<file path="config.mk">
export PLATFORM = sky130hd
export DESIGN_NAME = integer_to_radix_text
export DESIGN_NICKNAME = d
export VERILOG_FILES = /design/src/rtl/irt_pkg.sv /design/src/rtl/irt_ctrl.sv /design/src/rtl/irt_datapath.sv /design/src/rtl/integer_to_radix_text.sv
export SDC_FILE = /design/constraint.sdc
export NUM_CORES = 1
export LEC_CHECK = 0
export BUFFER_PORTS_ARGS = -buffer_cell sky130_fd_sc_hd__buf_2
export CORE_AREA = 2 2 340 342
export CTS_CLUSTER_SIZE = 12
export DETAILED_ROUTE_END_ITERATION = 10
export DIE_AREA = 0 0 342 344
export GPL_ROUTABILITY_DRIVEN = 0
export PLACE_DENSITY = 0.44
export REMOVE_ABC_BUFFERS = 1
export SLEW_MARGIN = 10
export SYNTH_ARGS = -nofsm -noshare
export SYNTH_HDL_FRONTEND = slang
export SYNTH_SLANG_ARGS = --single-unit
</file>
<file path="constraint.sdc">
create_clock -name clk -period 38.4 [get_ports clk]
set_input_delay 1.92 -clock clk [delete_from_list [all_inputs] [get_ports clk]]
set_output_delay 1.92 -clock clk [all_outputs]
set_load 0.05 [all_outputs]
</file>
<file path="src/rtl/irt_pkg.sv">
// Shared types, constants and the digit alphabet for the radix text converter.
`default_nettype none

package irt_pkg;

  localparam int VALUE_W    = 64;
  localparam int CHAR_W     = 7;
  localparam int BASE_W     = 7;
  localparam int BYTE_IDX_W = 3;

  localparam logic [BYTE_IDX_W-1:0] TOP_BYTE = 3'd7;
  localparam logic [VALUE_W-1:0]    MAX_MAG  = 64'h7FFF_FFFF_FFFF_FFFF;

  localparam logic [BASE_W-1:0] BASE_MIN = 7'd2;
  localparam logic [BASE_W-1:0] BASE_MAX = 7'd64;
  localparam logic [BASE_W-1:0] BASE_ALNUM = 7'd36;

  localparam logic [CHAR_W-1:0] CHAR_ZERO  = 7'h30;  // '0'
  localparam logic [CHAR_W-1:0] CHAR_MINUS = 7'h2D;  // '-'
  localparam logic [CHAR_W-1:0] CHAR_UPPER_A = 7'h41;  // 'A'
  localparam logic [CHAR_W-1:0] CHAR_LOWER_A = 7'h61;  // 'a'
  localparam logic [CHAR_W-1:0] CHAR_UNDER = 7'h5F;  // '_'

  // Configuration register indexes
  localparam logic REG_RADIX = 1'b0;
  localparam logic REG_UPPER = 1'b1;

  typedef enum logic [2:0] {
    ST_IDLE,
    ST_DIV,
    ST_DIGIT,
    ST_SIGN,
    ST_EMIT,
    ST_FINISH
  } state_t;

  typedef struct packed {
    logic load;
    logic div_step;
    logic digit_end;
    logic emit_sign;
    logic emit_digit;
  } cmd_t;

  typedef struct packed {
    logic last_byte;
    logic quo_zero;
    logic negative;
    logic ptr_zero;
  } sts_t;

  // Map a digit value to its ASCII character for the given base.
  function automatic logic [CHAR_W-1:0] digit_char(input logic [5:0] d,
                                                   input logic [BASE_W-1:0] base,
                                                   input logic upper);
    logic [CHAR_W-1:0] dv;
    logic [CHAR_W-1:0] ch;
    dv = {1'b0, d};
    if (base >= BASE_MAX) begin
      // base64url: A-Z a-z 0-9 - _
      if (dv < 7'd26)      ch = CHAR_UPPER_A + dv;
      else if (dv < 7'd52) ch = CHAR_LOWER_A + (dv - 7'd26);
      else if (dv < 7'd62) ch = CHAR_ZERO + (dv - 7'd52);
      else if (dv == 7'd62) ch = CHAR_MINUS;
      else                 ch = CHAR_UNDER;
    end else if (base <= BASE_ALNUM && !upper) begin
      if (dv < 7'd10)      ch = CHAR_ZERO + dv;
      else if (dv < 7'd36) ch = CHAR_LOWER_A + (dv - 7'd10);
      else                 ch = CHAR_ZERO;
    end else begin
      if (dv < 7'd10)      ch = CHAR_ZERO + dv;
      else if (dv < 7'd36) ch = CHAR_UPPER_A + (dv - 7'd10);
      else if (dv < 7'd62) ch = CHAR_LOWER_A + (dv - 7'd36);
      else if (dv == 7'd62) ch = CHAR_MINUS;
      else                 ch = CHAR_ZERO;
    end
    return ch;
  endfunction

endpackage

`default_nettype wire

</file>
<file path="src/rtl/irt_ctrl.sv">
// Controller state machine for the radix text converter.
`default_nettype none

module irt_ctrl (
  input  wire logic          clk,
  input  wire logic          rst,
  input  wire logic          start,
  output logic               busy,
  input  wire irt_pkg::sts_t sts,
  output irt_pkg::cmd_t      cmd
);

  irt_pkg::state_t state;
  irt_pkg::state_t state_next;

  always_ff @(posedge clk) begin
    if (rst) begin
      state <= irt_pkg::ST_IDLE;
    end else begin
      state <= state_next;
    end
  end

  always_comb begin
    state_next = state;
    case (state)
      irt_pkg::ST_IDLE: begin
        if (start) state_next = irt_pkg::ST_DIV;
      end
      irt_pkg::ST_DIV: begin
        if (sts.last_byte) state_next = irt_pkg::ST_DIGIT;
      end
      irt_pkg::ST_DIGIT: begin
        if (!sts.quo_zero)     state_next = irt_pkg::ST_DIV;
        else if (sts.negative) state_next = irt_pkg::ST_SIGN;
        else                   state_next = irt_pkg::ST_EMIT;
      end
      irt_pkg::ST_SIGN: begin
        state_next = irt_pkg::ST_EMIT;
      end
      irt_pkg::ST_EMIT: begin
        if (sts.ptr_zero) state_next = irt_pkg::ST_FINISH;
      end
      irt_pkg::ST_FINISH: begin
        state_next = irt_pkg::ST_IDLE;
      end
      default: begin
        state_next = irt_pkg::ST_IDLE;
      end
    endcase
  end

  always_comb begin
    cmd  = '0;
    busy = 1'b1;
    case (state)
      irt_pkg::ST_IDLE: begin
        busy     = 1'b0;
        cmd.load = start;
      end
      irt_pkg::ST_DIV:    cmd.div_step   = 1'b1;
      irt_pkg::ST_DIGIT:  cmd.digit_end  = 1'b1;
      irt_pkg::ST_SIGN:   cmd.emit_sign  = 1'b1;
      irt_pkg::ST_EMIT:   cmd.emit_digit = 1'b1;
      irt_pkg::ST_FINISH: cmd            = '0;
      default:            busy           = 1'b0;
    endcase
  end

endmodule

`default_nettype wire

</file>
<file path="src/rtl/irt_datapath.sv">
// Datapath: config registers, byte-serial divider, digit buffer and output stage.
`default_nettype none

module irt_datapath #(
  parameter int MAX_DIGITS = 64
) (
  input  wire logic                  clk,
  input  wire logic                  rst,
  input  wire irt_pkg::cmd_t         cmd,
  output irt_pkg::sts_t              sts,
  input  wire logic [63:0]           value,
  input  wire logic                  write_enable,
  input  wire logic                  reg_index,
  input  wire logic [6:0]            write_data,
  output logic                       char_valid,
  output logic [6:0]                 char_code,
  output logic [6:0]                 digit_count,
  output logic                       is_last
);

  localparam int AW = $clog2(MAX_DIGITS);
  localparam int CW = $clog2(MAX_DIGITS + 1);

  logic [irt_pkg::BASE_W-1:0] radix;
  logic                       upper_case;
  logic [irt_pkg::BASE_W-1:0] base;

  logic [63:0]                     quo;
  logic [63:0]                     quo_next;
  logic [6:0]                      rem;
  logic [6:0]                      rem_next;
  logic [7:0]                      byte_in;
  logic [7:0]                      qbyte;
  logic [7:0]                      trial;
  logic [irt_pkg::BYTE_IDX_W-1:0]  bidx;
  logic [irt_pkg::BYTE_IDX_W-1:0]  top;
  logic [irt_pkg::BYTE_IDX_W-1:0]  top_next;
  logic [7:0]                      top_byte;
  logic [63:0]                     mag;
  logic                            negative;

  logic [CW-1:0]               cnt;
  logic [AW-1:0]               ptr;
  logic [irt_pkg::CHAR_W-1:0]  mem [MAX_DIGITS];
  logic [irt_pkg::CHAR_W-1:0]  rd_data;
  logic [irt_pkg::CHAR_W-1:0]  dig_char;

  logic emit_sign_q;

  // Config registers
  always_ff @(posedge clk) begin
    if (rst) begin
      radix      <= 7'd10;
      upper_case <= 1'b1;
    end else if (write_enable) begin
      case (reg_index)
        irt_pkg::REG_RADIX: radix      <= write_data;
        irt_pkg::REG_UPPER: upper_case <= write_data[0];
        default:            radix      <= radix;
      endcase
    end
  end

  always_comb begin
    if (radix < irt_pkg::BASE_MIN)      base = irt_pkg::BASE_MIN;
    else if (radix > irt_pkg::BASE_MAX) base = irt_pkg::BASE_MAX;
    else                                base = radix;
  end

  // Magnitude, saturating the most negative value
  always_comb begin
    mag = value[63] ? (~value + 64'd1) : value;
    if (mag[63]) mag = irt_pkg::MAX_MAG;
  end

  // One quotient byte per cycle: eight restoring steps on the narrow remainder
  always_comb begin
    byte_in  = quo[{bidx, 3'b000} +: 8];
    rem_next = rem;
    qbyte    = '0;
    trial    = '0;
    for (int i = 7; i >= 0; i--) begin
      trial = {rem_next, byte_in[i]};
      if (trial >= {1'b0, base}) begin
        rem_next = 7'(trial - {1'b0, base});
        qbyte[i] = 1'b1;
      end else begin
        rem_next = trial[6:0];
      end
    end
    quo_next = quo;
    quo_next[{bidx, 3'b000} +: 8] = qbyte;
  end

  // Drop the top byte once the quotient has shrunk below it
  always_comb begin
    top_byte = quo[{top, 3'b000} +: 8];
    if (top != '0 && top_byte == 8'd0) top_next = top - 1'b1;
    else                                top_next = top;
  end

  assign dig_char = irt_pkg::digit_char(rem[5:0], base, upper_case);

  always_ff @(posedge clk) begin
    if (rst) begin
      cnt  <= '0;
      top  <= irt_pkg::TOP_BYTE;
      bidx <= irt_pkg::TOP_BYTE;
    end else if (cmd.load) begin
      cnt  <= '0;
      top  <= irt_pkg::TOP_BYTE;
      bidx <= irt_pkg::TOP_BYTE;
    end else if (cmd.div_step) begin
      if (bidx != '0) bidx <= bidx - 1'b1;
    end else if (cmd.digit_end) begin
      top  <= top_next;
      bidx <= top_next;
      if (cnt < CW'(MAX_DIGITS)) cnt <= cnt + 1'b1;
    end
  end

  always_ff @(posedge clk) begin
    if (cmd.load) begin
      quo      <= mag;
      rem      <= '0;
      negative <= value[63];
    end else if (cmd.div_step) begin
      quo <= quo_next;
      rem <= rem_next;
    end else if (cmd.digit_end) begin
      rem <= '0;
    end
  end

  // Digit buffer: written least significant first, read back in reverse
  always_ff @(posedge clk) begin
    if (cmd.digit_end && cnt < CW'(MAX_DIGITS)) begin
      mem[cnt[AW-1:0]] <= dig_char;
    end
    if (cmd.emit_digit) begin
      rd_data <= mem[ptr];
    end
  end

  always_ff @(posedge clk) begin
    if (cmd.digit_end && cnt < CW'(MAX_DIGITS)) begin
      ptr <= cnt[AW-1:0];
    end else if (cmd.emit_digit) begin
      ptr <= ptr - 1'b1;
    end
  end

  // Output stage, aligned with the registered buffer read
  always_ff @(posedge clk) begin
    if (rst) begin
      char_valid  <= 1'b0;
      emit_sign_q <= 1'b0;
      is_last     <= 1'b0;
    end else begin
      char_valid  <= cmd.emit_sign | cmd.emit_digit;
      emit_sign_q <= cmd.emit_sign;
      is_last     <= cmd.emit_digit && ptr == '0;
    end
  end

  assign char_code   = emit_sign_q ? irt_pkg::CHAR_MINUS : rd_data;
  assign digit_count = 7'(cnt);

  assign sts.last_byte = (bidx == '0);
  assign sts.quo_zero  = (quo == '0);
  assign sts.negative  = negative;
  assign sts.ptr_zero  = (ptr == '0);

endmodule

`default_nettype wire

</file>
<file path="src/rtl/integer_to_radix_text.sv">
// Top level of the signed integer to radix text converter.
//
//  channel   | handshake                 | payload
//  ----------+---------------------------+-----------------------------------
//  input     | start, busy               | value[63:0] (signed)
//  result    | char_valid (one cycle)    | char_code[6:0], digit_count[6:0],
//            |                           | is_last
//  config    | write_enable, reg_index   | write_data[6:0]
//
//  A word is taken when start is high and busy is low. For each digit the
//  divider scans the quotient bytes still in use, top byte down: 8 for the first
//  digit, one fewer after each digit that leaves the top byte empty, never
//  below 1. The divider retires one quotient byte per cycle against the base.
//  Emission then gives the sign, for a negative value, and then the digits,
//  most significant first.
//  Synchronous active-high reset returns radix to 10 and upper_case to 1.
//  Result words are not held back: each is shown for exactly one cycle and
//  the receiver must take it then.
`default_nettype none

module integer_to_radix_text #(
  parameter int MAX_DIGITS = 64
) (
  input  wire logic        clk,
  input  wire logic        rst,
  input  wire logic        start,
  output logic             busy,
  input  wire logic [63:0] value,
  input  wire logic        write_enable,
  input  wire logic        reg_index,
  input  wire logic [6:0]  write_data,
  output logic             char_valid,
  output logic [6:0]       char_code,
  output logic [6:0]       digit_count,
  output logic             is_last
);

  irt_pkg::cmd_t cmd;
  irt_pkg::sts_t sts;

  // Sequence the division loop, the sign and the reversed read-out
  irt_ctrl u_ctrl (
    .clk   (clk),
    .rst   (rst),
    .start (start),
    .busy  (busy),
    .sts   (sts),
    .cmd   (cmd)
  );

  // Hold config, divide, buffer digits and drive the result word
  irt_datapath #(
    .MAX_DIGITS (MAX_DIGITS)
  ) u_datapath (
    .clk          (clk),
    .rst          (rst),
    .cmd          (cmd),
    .sts          (sts),
    .value        (value),
    .write_enable (write_enable),
    .reg_index    (reg_index),
    .write_data   (write_data),
    .char_valid   (char_valid),
    .char_code    (char_code),
    .digit_count  (digit_count),
    .is_last      (is_last)
  );

endmodule

`default_nettype wire

</file>
==> flow_summary_export.csv, run 1 <==
group,metric,value,unit
timing,hold_violations,0,
logic_synthesis,yosysTopAreaCellShare,0.558,
clocking,postCtsSetupBuffers,0,
global_routing,grtUsageMet1,0.189,
global_routing,grt_pass1_wl,117000,µm
die,fp.dieH,344,µm
global_routing,grt_use_met3,0.0206,
clocking,path_clk_slew,0.06,ns
global_routing,met2_usage,0.210,
logic_synthesis,synth.area.top_cells,"edfxtp_1 (56%), mux4_2 (13%), ha_1 (3.4%)",
logic_synthesis,synthCells,1998,
timing,tightest_slew,1.12,ns
logic_synthesis,synth.most_common_cell,"edfxtp_1",
routing,ant_nets,0,
critical_path,start_kind,"flop",
placement,port_buffers,92,
timing,rsz0062_at_grt,"no",
timing,finClkSkew,0.0892,ns
clocking,holdBufCountCts,0,
clocking,cts.repair.resized,0,
min_path,hold_path.class,"flop to flop",
global_routing,antenna_found_initial,6,
global_routing,grt_overflow_total,0,
finish,n_antenna_cell,0,
critical_path,critPathSlowestCell,"dfxtp_1",
critical_path,cp-end-kind,"flop",
routing,wl,78900,µm
critical_path,path_class,"flop to flop",
global_routing,top_usage_layer,"met2",
die,die_x,342,µm
logic_synthesis,synthArstFlopShare,0,
clocking,ctsRootBufferMaster,"clkbuf_16",
global_routing,grtUsageTotal,0.132,
routing,vias,17900,
finish,final_nets,2238,
outcome,status,"finished clean",
logic_synthesis,ys_warn_count,0,
timing,fin_tns_setup,0,ns
critical_path,cp_data_arrival_time,21.51,ns
timing,fin_crit_sh,0.548,
critical_path,required,38.89,ns
logic_synthesis,synthDistinctLibCells,84,
die,core_area,114000,µm²
routing,initialDrtViolationCount,1593,
critical_path,cpPeakStageDelay,0.93,ns
routing,drc,0,
clocking,cts_tree,"built",
job,cap_violations,0,
routing,wl_per_cell,21.7,µm
routing,post_drt_via_cell_ratio,4.93,
clocking,cts_htree_levels,2,
clocking,numCtsBuffers,60,
placement,place_hpwl,54400,µm
clocking,clock_sinks,560,
timing,slew_headroom,0.255,
timing,drv_slew,0,
die,rows,124,
global_routing,grt_pass1_vias,17700,
finish,area.growth.synth_to_final,14.1,%
die,boundaryPins,93,
timing,max_clock_freq,47.6,MHz
timing,finalSetupViolCount,0,
finish,drive_above_1_share,0.195,
logic_synthesis,synth-edff-count,526,
critical_path,cpMostUsedCell,"a21oi_1",
logic_synthesis,seq_area_frac_synth,0.582,
logic_synthesis,synthTopCellsByCount,"edfxtp_1 (526), mux4_2 (165), nor2_1 (140), nand2_1 (126), o21ai_0 (118)",
clocking,cts_buffer_depth,3,
die,die_area,118000,µm²
critical_path,crit_fanout,15,
logic_synthesis,synthFlopType,"edfxtp_1",
die,start_util,0.248,
global_routing,grt_start_max_net_pins,73,
clocking,clk_latency,0.68,ns
timing,fin_crit,21.02,ns
logic_synthesis,syn_area_per_cell,14.2,µm²
logic_synthesis,synth_top_area_cell,"edfxtp_1",
logic_synthesis,synth.cell_area,28300,µm²
logic_synthesis,synth-seq-cells,560,
routing,first_pass_iters,5,
worst max-delay path, delay by kind of cell (launching register included):
kind,cells,cell delay [ns]
AND/OR/NAND/NOR,8,3.44
AO/OA/AOI/OAI,38,9.27
buffers and inverters,2,1.14
adder cells (fa/ha/maj),8,3.23
multiplexers,9,2.80
flip-flops,1,0.93
cell type report:
class,instances,area (µm²)
multi-input cells,1292,11300
well taps,1512,1890
clock buffers,69,1540
clock inverters,33,274
repair buffers,116,641
inverters,46,173
fillers,11600,81600
flip-flops and latches,560,16500
cells in the final DEF, fill, tap and decap left out, drive strengths merged, types with 24 or more instances in the layout:
| cell | n |
|---|---|
| ha | 78 |
| o31ai | 24 |
| clkbuf | 69 |
| nand2 | 128 |
| o21ai | 193 |
| inv | 48 |
| buf | 116 |
| mux4 | 165 |
| xnor2 | 86 |
| a21oi | 62 |
| dfxtp | 34 |
| nand3 | 34 |
| edfxtp | 526 |
| clkinv | 28 |
| nor2 | 141 |
| mux2i | 37 |
kinds of logic (layout without fill, tap and decap cells):
kind of cell               Yosys count  after routing  share of synthesized area
AOI/OAI and AO/OA                  405            405                     0.0885
xor gates and xnor gates           109            109                     0.0337
adders and majority gates           86             86                     0.0402
buffers and inverters              146            264                     0.0218
DFF                                560            560                      0.582
muxes                              216            216                      0.150
and+or+nand+nor                    476            476                     0.0831
per-stage QoR:
stage / std cells / setup WS [ns] / hold WS [ns] / util / cell area [µm²]
2_1_floorplan: 1898 / 20.74 / 0.428 / - / 27800
3_3_place_gp: 3526 / 17.78 / 0.461 / 0.268 / 30500
3_5_place_dp: 3526 / 17.37 / 0.466 / 0.268 / 30500
4_1_cts: 3628 / 17.23 / 0.476 / 0.283 / 32300
5_1_grt: 3628 / 15.77 / 0.499 / 0.283 / 32300
6_report: 3628 / 17.38 / 0.469 / 0.283 / 32300
path summary, 6_finish.rpt:
check	startpoint	endpoint	slack (ns)	cells past startpoint
setup / recovery	u_datapath.radix[6]	u_datapath.rem[0]	17.38	65
hold reg to reg	u_datapath.rem[6]	u_datapath.rem[6]	0.47	2
setup reg to reg	u_datapath.radix[6]	u_datapath.rem[0]	17.38	65
hold / removal	u_datapath.rem[6]	u_datapath.rem[6]	0.47	2
registers in the layout (all words and copies together) (netlist names), 3 cells and up:
name / count
u_datapath.radix: 7
u_datapath.top: 3
u_datapath.ptr: 6
u_datapath.rem: 7
u_ctrl.state: 3
u_datapath.quo: 64
u_datapath.rd_data: 7
u_datapath.digit_count: 7
u_datapath.mem: 448
u_datapath.bidx: 3
layer usage:
layer	vias up	wire, µm
met5	-	0
met4	0	1200
met3	94	4450
met2	540	36600
met1	9245	36600
li1	8021	-
Power of run 1 is left out: the tool's default activity adds up to more than one toggle a clock period on the data nets, which glitch-free logic cannot reach.
==> inputs of run 2 (changes only) <==
PLACE_DENSITY = 0.45   (was 0.44)
clock period = 17.28 ns   (was 38.4 ns; I/O delays follow)
==> run 2 against run 1 <==
Against the previous run:
- wire length rose by 2.3%
- highest routed layer unchanged
- critical path type unchanged
- clock-buffer cell count rose by 8
- sequential share of layout area fell by 0.68 points
- register-to-register slack got worse by 17 ns
==> flow_summary_export.csv, run 2 (same netlist as run 1, synthesis figures left out) <==
group,metric,value,unit
critical_path,cp_data_arrival_time,16.86,ns
global_routing,grt_pass1_wl,120000,µm
clocking,cts_buffer_depth,3,
critical_path,start_kind,"flop",
routing,wl,80800,µm
timing,slew_headroom,0.194,
die,start_util,0.248,
finish,final_common_cell,"edfxtp_1",
critical_path,critPathSlowestCell,"fa_2",
job,cap_violations,0,
critical_path,path_buf_inv,2,
placement,place_hpwl,54700,µm
clocking,path_clk_slew,0.07,ns
routing,first_pass_iters,5,
finish,drive_above_1_share,0.217,
min_path,min_to,"u_datapath.radix[4]",
clocking,cts_tree,"built",
min_path,holdPathStages,2,
die,core_area,114000,µm²
critical_path,crit_family,"compound AO/OA/AOI/OAI gates",
timing,max_clock_freq,60.7,MHz
clocking,ctsRootBufferMaster,"clkbuf_16",
min_path,min-delay-start,"u_datapath.radix[4]",
critical_path,r2r_end,"u_datapath.quo[40]",
clocking,cts_htree_levels,2,
critical_path,crit_fanout,7,
critical_path,startpoint,"u_datapath.bidx[0]",
die,boundaryPins,93,
routing,wl_per_cell,22.1,µm
clocking,holdBufCountCts,0,
finish,largest_reg_flops,448,
timing,drv_slew,0,
clocking,numCtsBuffers,59,
critical_path,required,17.67,ns
finish,area.growth.synth_to_final,15.6,%
die,die_area,118000,µm²
critical_path,r2r_slack,0.81,ns
critical_path,rr_startpoint,"u_datapath.bidx[0]",
global_routing,grtUsageTotal,0.134,
global_routing,grt_pass1_vias,18200,
die,fp.dieH,344,µm
finish,instances_no_fill,3659,
placement,placed_cells,3551,
timing,fin_crit,16.47,ns
timing,fin_crit_sh,0.953,
clocking,clk_latency,0.65,ns
routing,ant_nets,0,
routing,drc,0,
timing,finClkSkew,0.0400,ns
critical_path,r2r_cells,66,
die,rows,124,
timing,hold_violations,0,
critical_path,cp-end-kind,"flop",
die,die_x,342,µm
routing,vias,17900,
global_routing,antenna_found_initial,1,
global_routing,grt_overflow_total,0,
finish,n_antenna_cell,0,
min_path,hold_path.class,"flop to flop",
clocking,clock_sinks,560,
routing,post_drt_via_cell_ratio,4.89,
outcome,status,"finished clean",
critical_path,cpPeakStageDelay,0.46,ns
timing,tightest_slew,1.20,ns
finish,layout_common_cells,"edfxtp_1 (526), mux4_2 (165), nor2_1 (139), nand2_1 (125), o21ai_0 (112)",
global_routing,grt_start_max_net_pins,115,
timing,finalSetupViolCount,0,
placement,port_buffers,92,
critical_path,cpMostUsedCell,"a21oi_2",
routing,initialDrtViolationCount,1356,
finish,final_nets,2267,
critical_path,path_class,"flop to flop",
## run 2: cell type report
cell class	count	area, µm²
fill	11600	81200
inverter	46	173
clock buffer	77	1580
clock inverter	26	312
sequential	560	16500
timing repair buffer	145	875
tap	1512	1890
multi-input combinational	1293	11400
## run 2: worst max-delay path by stage
stage	end	slack, ns	depth (start not counted)
2_1_floorplan	u_datapath.rem[0]	-0.38	65
3_3_place_gp	u_datapath.rem[0]	0.04	68
3_5_place_dp	u_datapath.quo[40]	-0.42	67
4_1_cts	u_datapath.rem[1]	0.06	68
5_1_grt	u_datapath.quo[24]	-0.06	69
6_report	u_datapath.quo[40]	0.81	66
## run 2: worst min-delay path: stages (launching register included)
cell     delay, ns
dfxtp_1       0.32
nand2_1       0.06
a21oi_1       0.06
## run 2: stage by stage
stage          setup WS, ns  cell area (µm²)  utilization  hold WS, ns  TNS (ns)
2_1_floorplan        -0.382            27800            -        0.428     -4.90
5_1_grt             -0.0607            32700        0.287        0.464    -0.408
4_1_cts              0.0584            32600        0.286        0.440         0
3_3_place_gp         0.0381            30700        0.269        0.474         0
3_5_place_dp         -0.417            30700        0.269        0.473     -4.64
6_report              0.806            32700        0.287        0.488         0
## run 2: repair_timing
| action | CTS | global route |
|---|---|---|
| setup buffers | 0 | 4 |
| gates resized for setup | 7 | 25 |
| gates cloned | 0 | 1 |
| setup endpoints to repair | 15 | 15 |
| hold endpoints to repair | 0 | 0 |
| pin swaps | 0 | 8 |
## run 2: per-layer routing
metal | global-route usage | up-vias | part of all wire
li1 | - | 8095 | -
met1 | 0.191 | 9213 | 0.46
met2 | 0.220 | 504 | 0.47
met3 | 0.0190 | 97 | 0.053
met4 | 0.0245 | 0 | 0.015
met5 | 0 | - | 0
Power of run 2 is left out for the same reason.
==> inputs of run 3 (changes only) <==
ABC_AREA = 1   (was unset)
CORE_AREA = 2 2 346 348   (was 2 2 340 342)
DIE_AREA = 0 0 348 350   (was 0 0 342 344)
SETUP_SLACK_MARGIN = 0.3   (was unset)
SKIP_LAST_GASP = 1   (was unset)
==> run 3 against run 2 <==
Against the previous run:
- setup slack gained 1.1 ns
- design area rose by 2.1%
- first-iteration DRC count increased by 20%
- sequential share of layout area fell by 1.0 points
- maximum frequency is 6.9% higher
- worst hold slack worse by 0.042 ns
- critical endpoint is now u_datapath.quo[48]
- largest cell class unchanged
- highest routed layer unchanged
==> flow_summary_export.csv, run 3 <==
group,metric,value,unit
outcome,status,"finished clean",
logic_synthesis,synth.cell_area,29400,µm²
critical_path,start_kind,"flop",
finish,drive_above_1_share,0.0832,
die,rows,126,
routing,vias,22500,
logic_synthesis,seq_area_frac_synth,0.560,
die,die_area,122000,µm²
routing,ant_nets,0,
finish,layout_common_cells,"edfxtp_1 (526), nor2_1 (443), nand2_1 (429), o21ai_0 (416), inv_1 (249)",
timing,hold_violations,0,
placement,place_ws,1.31,ns
logic_synthesis,synthArstFlopShare,0,
global_routing,grtUsageTotal,0.143,
logic_synthesis,synth-edff-count,526,
timing,max_clock_freq,64.9,MHz
timing,tightest_slew,1.09,ns
timing,fin_crit_sh,0.892,
logic_synthesis,synth.area.top_cells,"edfxtp_1 (54%), o21ai_0 (7.1%), nor2_1 (5.7%)",
critical_path,required,17.62,ns
die,fp.dieH,350,µm
timing,finClkSkew,0.0307,ns
placement,place_hpwl,58000,µm
logic_synthesis,synth-seq-cells,560,
global_routing,grt_overflow_total,0,
critical_path,cp_data_arrival_time,15.75,ns
die,boundaryPins,93,
global_routing,antenna_found_initial,2,
finish,instances_no_fill,4711,
global_routing,grt_pass1_vias,21900,
critical_path,cpPeakStageDelay,0.61,ns
global_routing,grt_pass1_wl,136000,µm
critical_path,path_class,"flop to flop",
logic_synthesis,synthFlopType,"edfxtp_1",
routing,first_pass_iters,5,
clocking,path_clk_slew,0.06,ns
finish,area.growth.synth_to_final,13.6,%
die,core_area,118000,µm²
clocking,clk_latency,0.64,ns
timing,finalSetupViolCount,0,
logic_synthesis,synth_top_area_cell,"edfxtp_1",
clocking,ctsRootBufferMaster,"clkbuf_16",
timing,whs,0.446,ns
timing,drv_slew,0,
logic_synthesis,synthCells,3078,
clocking,cts_buffer_depth,3,
routing,wl_per_cell,18.7,µm
clocking,cts_tree,"built",
routing,drc,0,
logic_synthesis,syn_area_per_cell,9.55,µm²
die,die_x,348,µm
clocking,holdBufCountCts,0,
critical_path,critPathSlowestCell,"o311ai_0",
global_routing,grt_start_max_net_pins,226,
finish,largest_reg_flops,448,
logic_synthesis,ys_warn_count,0,
die,start_util,0.250,
routing,wl,88200,µm
timing,fin_tns_setup,0,ns
logic_synthesis,synth.most_common_cell,"edfxtp_1",
clocking,cts_htree_levels,2,
finish,final_nets,3298,
clocking,clock_sinks,560,
timing,fin_crit,15.41,ns
timing,rsz0062_at_grt,"no",
timing,slew_headroom,0.273,
clocking,numCtsBuffers,58,
routing,post_drt_via_cell_ratio,4.78,
job,cap_violations,0,
min_path,hold_path.class,"primary input to flop",
timing,setup_ws,1.87,ns
routing,initialDrtViolationCount,1628,
placement,port_buffers,92,
critical_path,cp-end-kind,"flop",
critical_path,crit_fanout,43,
finish,final_common_cell,"edfxtp_1",
logic_synthesis,synthTopCellsByCount,"edfxtp_1 (526), nor2_1 (445), nand2_1 (430), o21ai_0 (418), inv_1 (252)",
logic_synthesis,yosysTopAreaCellShare,0.537,
logic_synthesis,synthDistinctLibCells,59,
critical_path,cpMostUsedCell,"nand2_1",
placement,placed_cells,4606,
## run 3: cell count changes in the layout (fill, tap and decap cells not counted), moves of 127 or more
cell | before | now
mux4_2 | 165 | 0
nand2_1 | 125 | 429
o21ai_0 | 112 | 416
nor2_1 | 139 | 443
nand3_1 | 32 | 159
inv_1 | 42 | 249
## run 3: kinds of logic (layout without fill, tap and decap cells)
family	Yosys count	in the layout	share of synthesized area
xor+xnor	88	88	0.0262
flops	560	560	0.560
simple gates	1179	1179	0.174
fa+ha+maj	86	86	0.0386
mux	1	1	0.000341
other cells	0	1	0
buf+inv	399	495	0.0512
compound gates	765	765	0.149
## run 3: path summary, 6_finish.rpt
kind	from	to	slack (ns)	cells after the start
worst max register to register	u_datapath.bidx[0]	u_datapath.quo[48]	1.87	99
worst max-delay path	u_datapath.bidx[0]	u_datapath.quo[48]	1.87	99
worst min-delay path	write_data[3]	u_datapath.radix[3]	0.45	3
worst min register to register	u_datapath.radix[4]	u_datapath.radix[4]	0.48	2
## run 3: metrics by stage
stage,cell area (µm²),util
floorplan,28900,-
global placement,31600,0.268
detailed placement,31600,0.268
CTS,33300,0.283
global route,33400,0.283
finish,33400,0.283
## run 3: final cells by class
| cell class | count | area, µm² |
|---|---|---|
| sequential | 560 | 16500 |
| timing repair buffer | 130 | 758 |
| clock inverter | 21 | 170 |
| multi-input combinational | 2119 | 11500 |
| clock buffer | 77 | 1540 |
| fill | 12400 | 84400 |
| inverter | 267 | 1010 |
| tap | 1536 | 1920 |
| antenna | 1 | 2.50 |
## run 3: per-layer routing
layer	vias to the layer above	routed length [µm]	share of wire	GRT usage
met5	-	0	0	0
met4	0	1610	0.018	0.0310
met3	103	3950	0.045	0.0186
met2	532	40400	0.46	0.235
met1	10800	42300	0.48	0.200
li1	11100	-	-	-
## run 3: critical path, delay by kind of cell, from the launching register on
family,cells,cell delay (ns)
compound gates,18,4.14
fa+ha+maj,9,3.17
buf+inv,25,2.76
flops,1,0.30
simple gates,47,4.74
## run 3: what timing repair did
| action | CTS | global route |
|---|---|---|
| resized for setup | 0 | 2 |
| endpoints found under the setup margin | 0 | 15 |
| buffers inserted | 0 | 6 |
Power of run 3 is left out for the same reason.
